$ cat src/rtl/tlvv_pkg.sv
// Shared types and constants for the TLV record validator.
package tlvv_pkg;

  localparam logic [2:0]  HDR_LAST      = 3'd7;
  localparam logic [31:0] FLD_HDR_BYTES = 32'd8;
  localparam logic [15:0] SCHEMA_V1     = 16'd1;

  localparam logic [3:0] ERR_OK      = 4'd0;
  localparam logic [3:0] ERR_SHORT   = 4'd1;
  localparam logic [3:0] ERR_SCHEMA  = 4'd2;
  localparam logic [3:0] ERR_TYPE    = 4'd3;
  localparam logic [3:0] ERR_LENGTH  = 4'd4;
  localparam logic [3:0] ERR_TRUNC   = 4'd5;
  localparam logic [3:0] ERR_TAG     = 4'd6;
  localparam logic [3:0] ERR_FLAGS   = 4'd7;
  localparam logic [3:0] ERR_OVERRUN = 4'd8;

  localparam logic KIND_DESC    = 1'b0;
  localparam logic KIND_VERDICT = 1'b1;

  typedef enum logic [1:0] {
    PH_RECORD = 2'd0,
    PH_FIELD  = 2'd1,
    PH_VALUE  = 2'd2
  } tlvv_phase_t;

  typedef struct packed {
    logic [7:0] data_byte;
    logic       last_byte;
  } tlvv_in_t;

  typedef struct packed {
    logic        result_kind;
    logic [15:0] tag_value;
    logic [31:0] value_offset;
    logic [31:0] value_length;
    logic [15:0] schema_seen;
    logic [15:0] type_seen;
    logic [3:0]  error_code;
    logic        last_of_run;
  } tlvv_out_t;

  // One queue entry: the results caused by one input beat.
  typedef struct packed {
    logic        has_desc;
    logic        has_verdict;
    logic [15:0] tag;
    logic [31:0] offset;
    logic [31:0] field_len;
    logic [31:0] body_len;
    logic [15:0] schema;
    logic [15:0] rec_type;
    logic [3:0]  err;
  } tlvv_evt_t;

  typedef struct packed {
    logic full;
    logic empty;
  } tlvv_qstat_t;

endpackage

$ cat src/rtl/tlv_record_validator_top.sv
// Top level of the TLV record validator: parse front end, entry queue, result back end.
//
//   channel  ports                        beat
//   input    push / full / in_data        one record byte with last-byte mark
//   result   empty / pop / out_data       one field descriptor or record verdict
//   config   cfg_valid / cfg_ready / cfg_data   expected schema value
//
// One byte per cycle is taken while full is low and parsed in the cycle it is taken.
// The back end delivers one result per cycle while results are popped; a byte that
// ends a field header on the last byte yields two results from a single queue entry.
// full rises only when all QUEUE_DEPTH entries wait on the result side.
// Reset is synchronous; it clears the parser and sets the expected schema to 1.
module tlv_record_validator_top #(
  parameter int QUEUE_DEPTH = 4
) (
  input  logic                 clk,
  input  logic                 rst_n,
  input  logic                 push,
  output logic                 full,
  input  tlvv_pkg::tlvv_in_t   in_data,
  output logic                 empty,
  input  logic                 pop,
  output tlvv_pkg::tlvv_out_t  out_data,
  input  logic                 cfg_valid,
  output logic                 cfg_ready,
  input  logic [15:0]          cfg_data
);
  import tlvv_pkg::*;

  tlvv_qstat_t q_stat;
  tlvv_evt_t   q_wdata;
  tlvv_evt_t   q_rdata;
  logic        q_push;
  logic        q_pop;

  tlvv_front u_front (
    .clk       (clk),
    .rst_n     (rst_n),
    .push      (push),
    .full      (full),
    .in_data   (in_data),
    .cfg_valid (cfg_valid),
    .cfg_ready (cfg_ready),
    .cfg_data  (cfg_data),
    .q_stat    (q_stat),
    .q_push    (q_push),
    .q_wdata   (q_wdata)
  );

  tlvv_queue #(
    .DEPTH (QUEUE_DEPTH)
  ) u_queue (
    .clk     (clk),
    .rst_n   (rst_n),
    .q_push  (q_push),
    .q_wdata (q_wdata),
    .q_pop   (q_pop),
    .q_rdata (q_rdata),
    .q_stat  (q_stat)
  );

  tlvv_back u_back (
    .clk      (clk),
    .rst_n    (rst_n),
    .q_stat   (q_stat),
    .q_rdata  (q_rdata),
    .q_pop    (q_pop),
    .empty    (empty),
    .pop      (pop),
    .out_data (out_data)
  );

endmodule

$ cat src/rtl/tlvv_front.sv
// Front end: accepts record bytes, runs the parse checks, builds result entries.
module tlvv_front (
  input  logic                   clk,
  input  logic                   rst_n,
  input  logic                   push,
  output logic                   full,
  input  tlvv_pkg::tlvv_in_t     in_data,
  input  logic                   cfg_valid,
  output logic                   cfg_ready,
  input  logic [15:0]            cfg_data,
  input  tlvv_pkg::tlvv_qstat_t  q_stat,
  output logic                   q_push,
  output tlvv_pkg::tlvv_evt_t    q_wdata
);
  import tlvv_pkg::*;

  logic [15:0] exp_r;
  tlvv_phase_t phase_r, phase_nxt;
  logic [2:0]  cnt_r, cnt_nxt;
  logic [31:0] off_r, off_nxt;
  logic [31:0] blen_r, blen_nxt;
  logic [15:0] schema_r, schema_nxt;
  logic [15:0] type_r, type_nxt;
  logic [15:0] prev_r, prev_nxt;
  logic [15:0] tag_r, tag_nxt;
  logic [15:0] flags_r, flags_nxt;
  logic [31:0] acc_r, acc_nxt;
  logic [31:0] rem_r, rem_nxt;
  logic [3:0]  err_r, err_nxt;

  logic        accept;
  logic        desc_hit;
  logic [3:0]  err_fin;
  logic [31:0] off_inc;
  logic [31:0] room;
  logic [31:0] room_after;
  logic [31:0] len_fin;
  logic [7:0]  b;

  assign cfg_ready  = 1'b1;
  assign full       = q_stat.full;
  assign accept     = push & ~q_stat.full;
  assign b          = in_data.data_byte;
  assign off_inc    = off_r + 32'd1;
  assign room       = blen_r - off_r;
  assign room_after = blen_r - off_inc;
  assign len_fin    = {acc_r[23:0], b};

  always_comb begin
    phase_nxt  = phase_r;
    cnt_nxt    = cnt_r;
    off_nxt    = off_r;
    blen_nxt   = blen_r;
    schema_nxt = schema_r;
    type_nxt   = type_r;
    prev_nxt   = prev_r;
    tag_nxt    = tag_r;
    flags_nxt  = flags_r;
    acc_nxt    = acc_r;
    rem_nxt    = rem_r;
    err_nxt    = err_r;
    desc_hit   = 1'b0;
    err_fin    = ERR_OK;
    q_push     = 1'b0;
    q_wdata    = '0;
    if (accept && err_r == ERR_OK) begin
      unique case (phase_r)
        PH_RECORD: begin
          cnt_nxt = cnt_r + 3'd1;
          if (cnt_r < 3'd2) begin
            schema_nxt = {schema_r[7:0], b};
          end else if (cnt_r < 3'd4) begin
            type_nxt = {type_r[7:0], b};
          end else begin
            blen_nxt = {blen_r[23:0], b};
          end
          if (cnt_r == HDR_LAST) begin
            cnt_nxt   = '0;
            phase_nxt = PH_FIELD;
            if (schema_r != exp_r) begin
              err_nxt = ERR_SCHEMA;
            end else if (type_r == '0) begin
              err_nxt = ERR_TYPE;
            end
          end
        end
        PH_FIELD, PH_VALUE: begin
          if (off_r >= blen_r) begin
            err_nxt = ERR_LENGTH;
          end else if (phase_r == PH_VALUE) begin
            off_nxt = off_inc;
            rem_nxt = rem_r - 32'd1;
            if (rem_r == 32'd1) begin
              phase_nxt = PH_FIELD;
            end
          end else if (cnt_r == '0 && room < FLD_HDR_BYTES) begin
            err_nxt = ERR_TRUNC;
          end else begin
            off_nxt = off_inc;
            cnt_nxt = cnt_r + 3'd1;
            if (cnt_r < 3'd2) begin
              tag_nxt = {tag_r[7:0], b};
            end else if (cnt_r < 3'd4) begin
              flags_nxt = {flags_r[7:0], b};
            end else begin
              acc_nxt = len_fin;
            end
            if (cnt_r == HDR_LAST) begin
              cnt_nxt = '0;
              if (tag_r == '0 || tag_r <= prev_r) begin
                err_nxt = ERR_TAG;
              end else if (flags_r != '0) begin
                err_nxt = ERR_FLAGS;
              end else if (len_fin > room_after) begin
                err_nxt = ERR_OVERRUN;
              end else begin
                desc_hit  = 1'b1;
                prev_nxt  = tag_r;
                rem_nxt   = len_fin;
                phase_nxt = (len_fin != '0) ? PH_VALUE : PH_FIELD;
              end
              tag_nxt   = '0;
              flags_nxt = '0;
              acc_nxt   = '0;
            end
          end
        end
        default: ;
      endcase
    end

    err_fin = err_nxt;
    if (err_nxt == ERR_OK) begin
      if (phase_nxt == PH_RECORD) begin
        err_fin = ERR_SHORT;
      end else if (off_nxt != blen_nxt) begin
        err_fin = ERR_LENGTH;
      end
    end

    q_wdata.has_desc    = desc_hit;
    q_wdata.has_verdict = in_data.last_byte;
    q_wdata.tag         = tag_r;
    q_wdata.offset      = off_inc;
    q_wdata.field_len   = len_fin;
    q_wdata.body_len    = blen_nxt;
    q_wdata.schema      = schema_nxt;
    q_wdata.rec_type    = type_nxt;
    q_wdata.err         = err_fin;
    q_push              = accept & (desc_hit | in_data.last_byte);

    if (accept && in_data.last_byte) begin
      phase_nxt  = PH_RECORD;
      cnt_nxt    = '0;
      off_nxt    = '0;
      blen_nxt   = '0;
      schema_nxt = '0;
      type_nxt   = '0;
      prev_nxt   = '0;
      tag_nxt    = '0;
      flags_nxt  = '0;
      acc_nxt    = '0;
      rem_nxt    = '0;
      err_nxt    = ERR_OK;
    end
  end

  always_ff @(posedge clk) begin
    if (!rst_n) begin
      exp_r    <= SCHEMA_V1;
      phase_r  <= PH_RECORD;
      cnt_r    <= '0;
      off_r    <= '0;
      blen_r   <= '0;
      schema_r <= '0;
      type_r   <= '0;
      prev_r   <= '0;
      tag_r    <= '0;
      flags_r  <= '0;
      acc_r    <= '0;
      rem_r    <= '0;
      err_r    <= ERR_OK;
    end else begin
      if (cfg_valid && cfg_ready) begin
        exp_r <= cfg_data;
      end
      phase_r  <= phase_nxt;
      cnt_r    <= cnt_nxt;
      off_r    <= off_nxt;
      blen_r   <= blen_nxt;
      schema_r <= schema_nxt;
      type_r   <= type_nxt;
      prev_r   <= prev_nxt;
      tag_r    <= tag_nxt;
      flags_r  <= flags_nxt;
      acc_r    <= acc_nxt;
      rem_r    <= rem_nxt;
      err_r    <= err_nxt;
    end
  end

endmodule

$ cat src/rtl/tlvv_queue.sv
// Short entry queue between the parse front end and the result back end.
module tlvv_queue #(
  parameter int DEPTH = 4
) (
  input  logic                   clk,
  input  logic                   rst_n,
  input  logic                   q_push,
  input  tlvv_pkg::tlvv_evt_t    q_wdata,
  input  logic                   q_pop,
  output tlvv_pkg::tlvv_evt_t    q_rdata,
  output tlvv_pkg::tlvv_qstat_t  q_stat
);
  import tlvv_pkg::*;

  localparam int PTR_W = (DEPTH > 1) ? $clog2(DEPTH) : 1;
  localparam int CNT_W = $clog2(DEPTH + 1);
  localparam logic [PTR_W-1:0] PTR_LAST = PTR_W'(DEPTH - 1);
  localparam logic [CNT_W-1:0] CNT_FULL = CNT_W'(DEPTH);

  tlvv_evt_t        mem_r [DEPTH];
  logic [PTR_W-1:0] wr_r, wr_nxt;
  logic [PTR_W-1:0] rd_r, rd_nxt;
  logic [CNT_W-1:0] cnt_r, cnt_nxt;
  logic             do_wr, do_rd;

  assign q_stat.full  = (cnt_r == CNT_FULL);
  assign q_stat.empty = (cnt_r == '0);
  assign do_wr        = q_push & ~q_stat.full;
  assign do_rd        = q_pop & ~q_stat.empty;
  assign q_rdata      = mem_r[rd_r];

  always_comb begin
    wr_nxt  = wr_r;
    rd_nxt  = rd_r;
    cnt_nxt = cnt_r;
    if (do_wr) begin
      wr_nxt = (wr_r == PTR_LAST) ? '0 : wr_r + PTR_W'(1);
    end
    if (do_rd) begin
      rd_nxt = (rd_r == PTR_LAST) ? '0 : rd_r + PTR_W'(1);
    end
    if (do_wr && !do_rd) begin
      cnt_nxt = cnt_r + CNT_W'(1);
    end else if (do_rd && !do_wr) begin
      cnt_nxt = cnt_r - CNT_W'(1);
    end
  end

  always_ff @(posedge clk) begin
    if (!rst_n) begin
      wr_r  <= '0;
      rd_r  <= '0;
      cnt_r <= '0;
    end else begin
      wr_r  <= wr_nxt;
      rd_r  <= rd_nxt;
      cnt_r <= cnt_nxt;
    end
  end

  always_ff @(posedge clk) begin
    if (do_wr) begin
      mem_r[wr_r] <= q_wdata;
    end
  end

endmodule

$ cat src/rtl/tlvv_back.sv
// Back end: splits queue entries into result beats and holds the output register.
module tlvv_back (
  input  logic                   clk,
  input  logic                   rst_n,
  input  tlvv_pkg::tlvv_qstat_t  q_stat,
  input  tlvv_pkg::tlvv_evt_t    q_rdata,
  output logic                   q_pop,
  output logic                   empty,
  input  logic                   pop,
  output tlvv_pkg::tlvv_out_t    out_data
);
  import tlvv_pkg::*;

  logic      out_vld_r, out_vld_nxt;
  logic      sel_r, sel_nxt;
  tlvv_out_t out_r, out_nxt;
  logic      load;
  logic      take_desc;

  assign empty     = ~out_vld_r;
  assign out_data  = out_r;
  assign load      = ~q_stat.empty & (~out_vld_r | pop);
  assign take_desc = q_rdata.has_desc & ~sel_r;

  always_comb begin
    out_vld_nxt = out_vld_r;
    sel_nxt     = sel_r;
    out_nxt     = out_r;
    q_pop       = 1'b0;
    if (pop && out_vld_r) begin
      out_vld_nxt = 1'b0;
    end
    if (load) begin
      out_vld_nxt          = 1'b1;
      out_nxt.schema_seen  = q_rdata.schema;
      out_nxt.type_seen    = q_rdata.rec_type;
      if (take_desc) begin
        out_nxt.result_kind  = KIND_DESC;
        out_nxt.tag_value    = q_rdata.tag;
        out_nxt.value_offset = q_rdata.offset;
        out_nxt.value_length = q_rdata.field_len;
        out_nxt.error_code   = ERR_OK;
        out_nxt.last_of_run  = ~q_rdata.has_verdict;
      end else begin
        out_nxt.result_kind  = KIND_VERDICT;
        out_nxt.tag_value    = '0;
        out_nxt.value_offset = '0;
        out_nxt.value_length = q_rdata.body_len;
        out_nxt.error_code   = q_rdata.err;
        out_nxt.last_of_run  = 1'b1;
      end
      if (take_desc && q_rdata.has_verdict) begin
        sel_nxt = 1'b1;
      end else begin
        sel_nxt = 1'b0;
        q_pop   = 1'b1;
      end
    end
  end

  always_ff @(posedge clk) begin
    if (!rst_n) begin
      out_vld_r <= 1'b0;
      sel_r     <= 1'b0;
    end else begin
      out_vld_r <= out_vld_nxt;
      sel_r     <= sel_nxt;
    end
  end

  always_ff @(posedge clk) begin
    out_r <= out_nxt;
  end

endmodule

$ cat config.mk
export PLATFORM = sky130hd
export DESIGN_NAME = tlv_record_validator_top
export DESIGN_NICKNAME = d
export VERILOG_FILES = /design/src/rtl/tlvv_pkg.sv /design/src/rtl/tlv_record_validator_top.sv /design/src/rtl/tlvv_front.sv /design/src/rtl/tlvv_queue.sv /design/src/rtl/tlvv_back.sv
export SDC_FILE = /design/constraint.sdc
export NUM_CORES = 1
export LEC_CHECK = 0
export BUFFER_PORTS_ARGS = -buffer_cell sky130_fd_sc_hd__buf_2
export CORE_AREA = 2 2 289 434
export CTS_BUF_LIST = sky130_fd_sc_hd__clkbuf_4 sky130_fd_sc_hd__clkbuf_8
export DETAILED_ROUTE_END_ITERATION = 7
export DIE_AREA = 0 0 291 436
export RECOVER_POWER = 50
export SLEW_MARGIN = 10
export SYNTH_ARGS = -nofsm -noshare
export SYNTH_HDL_FRONTEND = slang
export SYNTH_SLANG_ARGS = --single-unit
export TNS_END_PERCENT = 5
$ cat constraint.sdc
create_clock -name clk -period 26.6 [get_ports clk]
set_input_delay 3.99 -clock clk [delete_from_list [all_inputs] [get_ports clk]]
set_output_delay 3.99 -clock clk [all_outputs]
set_load 0.05 [all_outputs]
# Word level (Yosys, flattened, before mapping)
# Memory sizes are Yosys's and may differ from the RTL's. A register that Yosys moved wholly into a read port is not among the register bits.
# Index checks and enable logic that the tools add are counted.
# op_classes
n_addsub	9
order_cmp	6
n_eq_ne	18
mux	85
n_bitwise	20
n_reduce_logical	34
# op_table
op	count
two-way mux 32 bit	15
two-way mux 16 bit	12
two-way mux 81 bit	1
two-way mux 24 bit	3
subtractor 32 bit	2
two-way mux 4 bit	14
adder 32 x 1 -> 32 bit (second input constant)	1
equality test 32 x 1 -> 1 bit (second input constant)	1
>= comparator 32 bit	1
greater-than comparator 32 bit	1
zero test 16 bit	2
less-than comparator 32 x 4 -> 1 bit (second input constant)	1
!= test 32 bit	1
nonzero test 32 bit	1
subtractor 32 x 1 -> 32 bit (second input constant)	1
two-way mux 2 bit	15
two-way mux 3 bit	6
<= comparator 16 bit	1
two-way mux 1 bit	16
!= test 16 bit	1
nonzero test 16 bit	1
AND reduction 7 bit	2
inverter 1 bit	12
nonzero test 2 bit	6
other kinds (26)	55
# totals
register_bits	352
mem_bits_rw	600
inputBits	30
output_inout_bits	121
wordCells	199
memories	1
# mem_list
name	words	word_bits	read_ports	rd_ports_with_merged_regs	wr	line_no	text
u_queue.mem_r	4	150	1	1	1	tlvv_queue.sv:20	tlvv_evt_t mem_r [DEPTH];

# Longest topological paths before layout
# depth
depth_word	19
depth_mapped	42
depth_no_buf	42

# Hierarchy
# Synthesis repeated with hierarchy kept, for this count alone.
# unflattened
cells_unflattened	3085
hier_area_um2	42734.7
# by_module_without_submodules
mod	instances	cells_each	area_each_um2	seq_area_each_um2
tlvv_queue	1	835	22101.2	18197.5
tlvv_front	1	2027	16144.2	4504.3
tlvv_back	1	223	4489.3	3583.4

# Least setup slack after synthesis
# No wires, ideal clock.
# synth_path
kind	input port to flip-flop
start	input pop
end	register u_queue.cnt_r[2]
setup_ns	0.076
arrival_ns	11.966
required_ns	26.524
path_slack_ns	14.559
path_stages	9
path_buffers	0
path_cell_list	inv_1 a21oi_1 nand2_1 ha_1 inv_1 fa_1 xor2_1 or3_1 a21boi_0
# synth_via
elab_chain_len	7
word_cells_on_any_way	9
classes_between	mux: 2; bitwise: 3; reduce/logical: 4
# synth_lines
element	line_no	text
start, declared	tlv_record_validator_top.sv:22	input logic pop,
bitwise OR 1 bit (*)	tlvv_back.sv:22	assign load = ~q_stat.empty & (~out_vld_r | pop);
AND 1 bit (*)	tlvv_back.sv:22	
net u_back.load	tlvv_back.sv:17	logic load;
two-way mux 1 bit (*)	tlvv_back.sv:33	if (load) begin
AND 1 bit (*)	tlvv_queue.sv:29	assign do_rd = q_pop & ~q_stat.empty;
zero test 1 bit	tlvv_queue.sv:42	if (do_wr && !do_rd) begin
logical AND 1 bit	tlvv_queue.sv:42	
two-way mux 3 bit or nonzero test 2 bit (tied branches)	-	
end signal, assigned	tlvv_queue.sv:57	cnt_r <= cnt_nxt;
end, declared	tlvv_queue.sv:23	logic [CNT_W-1:0] cnt_r, cnt_nxt;
# The timed path passes the listed nets; every way through them passes the cells marked *.
# A chain may end at the register's enable or synchronous reset.

==> flow_summary.ini <==
[clock_tree]
clockBufferDepth = 3
htree_levels = 4
post_cts_resized = 0
clockRootBuffer = clkbuf_8
cts_setup_buffers = 0
clk_latency_ps = 860
cts_buffers = 138
cts_tree = yes
cts_hold_buf = 0
clock_sinks = 954
cts.clk_slew.worst_paths_ps = 70

[critical_path]
r2r-end = u_queue.mem_r[3][90]$_DFFE_PP_
cp-start-kind = flop
cp-end-kind = flop
path_max_fanout = 63
reg2reg_from = u_front.off_r[2]$_SDFF_PP0_
reg2regPathDepth = 34
cp.arrival_ps = 12220
crit_top_cell = a21o_1
slowest_delay_ps = 1260
worstSetupPathType = reg2reg
r2r_setup_slack_ps = 14830
critPathSlowestCell = nor4_1
required_ps = 27050

[pwr]
ir_drop_v = 0.00005743
p_leak_nw = 17.36
powerDensity_mw_per_mm2 = 84.74

[logic_synthesis]
yosysTopAreaCell = edfxtp_1
synthTopCellsByCount = edfxtp_1, dfxtp_1, nor2_1
syn-cell-area_mm2 = 0.04287
yosysSeqAreaShare = 0.6131
synth_edf_count = 718
ys_seq_elements = 954
netlist.area_leader.share = 0.5029
synth_area_leaders = edfxtp_1, dfxtp_1, mux4_2
synthFlopType = edfxtp_1
ys_warn_count = 0
synth_cells = 3208
synthesis.nets = 3357
yosysMostFrequentCell = edfxtp_1
synth_cell_types = 92
avgSynthCellArea_um2 = 13.36
synthArstFlopShare = 0

[routing]
wl_per_cell_um = 22.87
ant_nets = 0
first_pass_iters = 7
vias_per_cell = 5.326
vias = 27189
routed_wl_um = 116800
drc = 0
drt_first_iter_violations = 2035

[cells_and_area]
drive_gt1_frac = 0.1473
final_cells = 5105
fillers = 11613
multiInputGateArea_mm2 = 0.01538
seq_area_mm2 = 0.02629
area_growth_pct = 12.09
finalNetCount = 3540

[outcome]
violations = max-capacitance violations, max-slew violations
status = finished, violations left

[hold_path]
min-delay-start = u_front.prev_r[7]$_SDFFE_PP0P_
whs_endpoint = u_front.prev_r[7]$_SDFFE_PP0P_
min_path_type = reg2reg
hold_depth = 2

[floorplanning]
rows = 158
die_x_um = 291
io_pins = 151
coreArea_mm2 = 0.1232
die-area_mm2 = 0.1269
start_util = 0.3481
dieHeight_um = 436

[grt]
grt_busiest_layer = met2
antenna_found_initial = 3
grt_pass1_vias = 27250
grt_pass1_wl_um = 174300
use_met1 = 0.2068
grt_use_met2 = 0.3275
grt_max_degree = 121
grtUsageTotal = 0.1828
grt_overflow = 0
grtUsageMet3 = 0.02920

[sta]
skew_ps = 57.74
setup_viol = 0
tightest_slew_ps = 7192
fmax_mhz = 84.97
slew_headroom = -3.794
slew_violations = 488
post-route-period-util = 0.4425
period_minus_slack_ps = 11770
hold_violations = 0
rsz0062_at_grt = false
finalWorstSetupSlack_ps = 14830
setup_tns_ps = 0

[placed_design]
dp_cells = 4851
dp_slack_ps = 15440
io_buffers = 149
gp_congestion = 0.9493
hpwl_um = 79460

[flow_run]
maxCapViolations = 9
## stage by stage
stage | hold slack (ps) | utilization | power [mW] | area (um^2)
2_1_floorplan | 431.6 | - | 2.624 | 42870
3_3_place_gp | 438.1 | 0.3692 | 2.871 | 45470
3_5_place_dp | 444.9 | 0.3692 | 2.875 | 45470
4_1_cts | 452.9 | 0.3926 | 4.118 | 48350
5_1_grt | 472.9 | 0.3902 | 4.247 | 48060
6_report | 450.7 | 0.3902 | 4.072 | 48060
## where the power goes
group	switching, mW	total, mW	internal (mW)
logic	0.667	0.961	0.294
clock network	0.577	1.23	0.658
registers	0.0661	1.88	1.81
## registers in the layout (all words and copies together), names as in the netlist, 4 cells and up, named ones only
signal	count
u_front.exp_r	16
u_front.blen_r	32
u_back.out_data	118
u_front.prev_r	16
u_front.tag_r	16
u_front.off_r	32
u_front.err_r	4
u_front.flags_r	16
u_front.acc_r	24
u_queue.mem_r	600
u_front.rem_r	32
u_front.schema_r	16
u_front.type_r	16
## how the worst max path moves through the flow
stage                                            from                         endpoint  slack, ps  depth (start not counted)
after floorplan                                   pop    u_queue.cnt_r[2]$_SDFFE_PN0P_      14560                          9
after global placement    u_front.off_r[0]$_SDFF_PP0_   u_queue.mem_r[3][93]$_DFFE_PP_      15500                         39
after CTS                 u_front.off_r[0]$_SDFF_PP0_   u_queue.mem_r[3][80]$_DFFE_PP_      15390                         37
final                     u_front.off_r[2]$_SDFF_PP0_   u_queue.mem_r[3][90]$_DFFE_PP_      14830                         34
after global routing      u_front.off_r[2]$_SDFF_PP0_  u_queue.mem_r[3][112]$_DFFE_PP_      14080                         34
after detailed placement  u_front.off_r[0]$_SDFF_PP0_   u_queue.mem_r[3][93]$_DFFE_PP_      15440                         37
## metal layers
layer,vias to the layer above,wire length [um],part of all wire
li1,12432,-,-
met1,13663,45270,0.39
met2,804,60310,0.52
met3,290,4686,0.040
met4,0,6506,0.056
met5,-,0,0
## cell families after synthesis
logic type	Yosys count	share of synthesized area
adder cells (fa/ha/maj)	124	0.03627
multiplexers	281	0.1113
XOR/XNOR	153	0.03178
AO/OA/AOI/OAI	467	0.06911
AND/OR/NAND/NOR	915	0.1100
buffers and inverters	313	0.02837
flip-flops	954	0.6131
other	1	0.00008747
## placed cells by master (no fill, tap or decap), types with 34 or more instances in the layout
cell	count
and2_1	41
o21ai_0	64
xor2_1	34
xnor2_1	117
clkbuf_4	54
nor2_1	213
inv_1	158
buf_2	53
mux4_2	150
clkbuf_8	146
and3_1	63
nor3_1	57
a21oi_1	180
nand2_1	195
nand2b_1	37
nor2b_1	48
mux2i_1	65
a21o_1	35
nand4_1	38
nand3_1	73
edfxtp_1	718
clkbuf_1	117
ha_1	116
nor4_1	46
dfxtp_1	235
mux2_1	51
## final cells by class
| class | instances | share of cell area |
|---|---|---|
| flip-flops and latches | 954 | 0.5470 |
| multi-input cells | 1941 | 0.3201 |
| clock buffers | 200 | 0.05025 |
| well taps | 1600 | 0.04166 |
| repair buffers | 195 | 0.01856 |
| inverters | 161 | 0.01257 |
| clock inverters | 52 | 0.009763 |
| diodes | 2 | 0.0001041 |
## critical path: cells and delay by family (launching register included)
kind	cells	cell delay (ps)
buffers and inverters	3	1680
and+or+nand+nor	13	4790
xor gates and xnor gates	2	670
DFF	1	470
adders and majority gates	3	920
AOI/OAI and AO/OA	13	2730
Note: power is estimated with default switching activity, not from simulation.
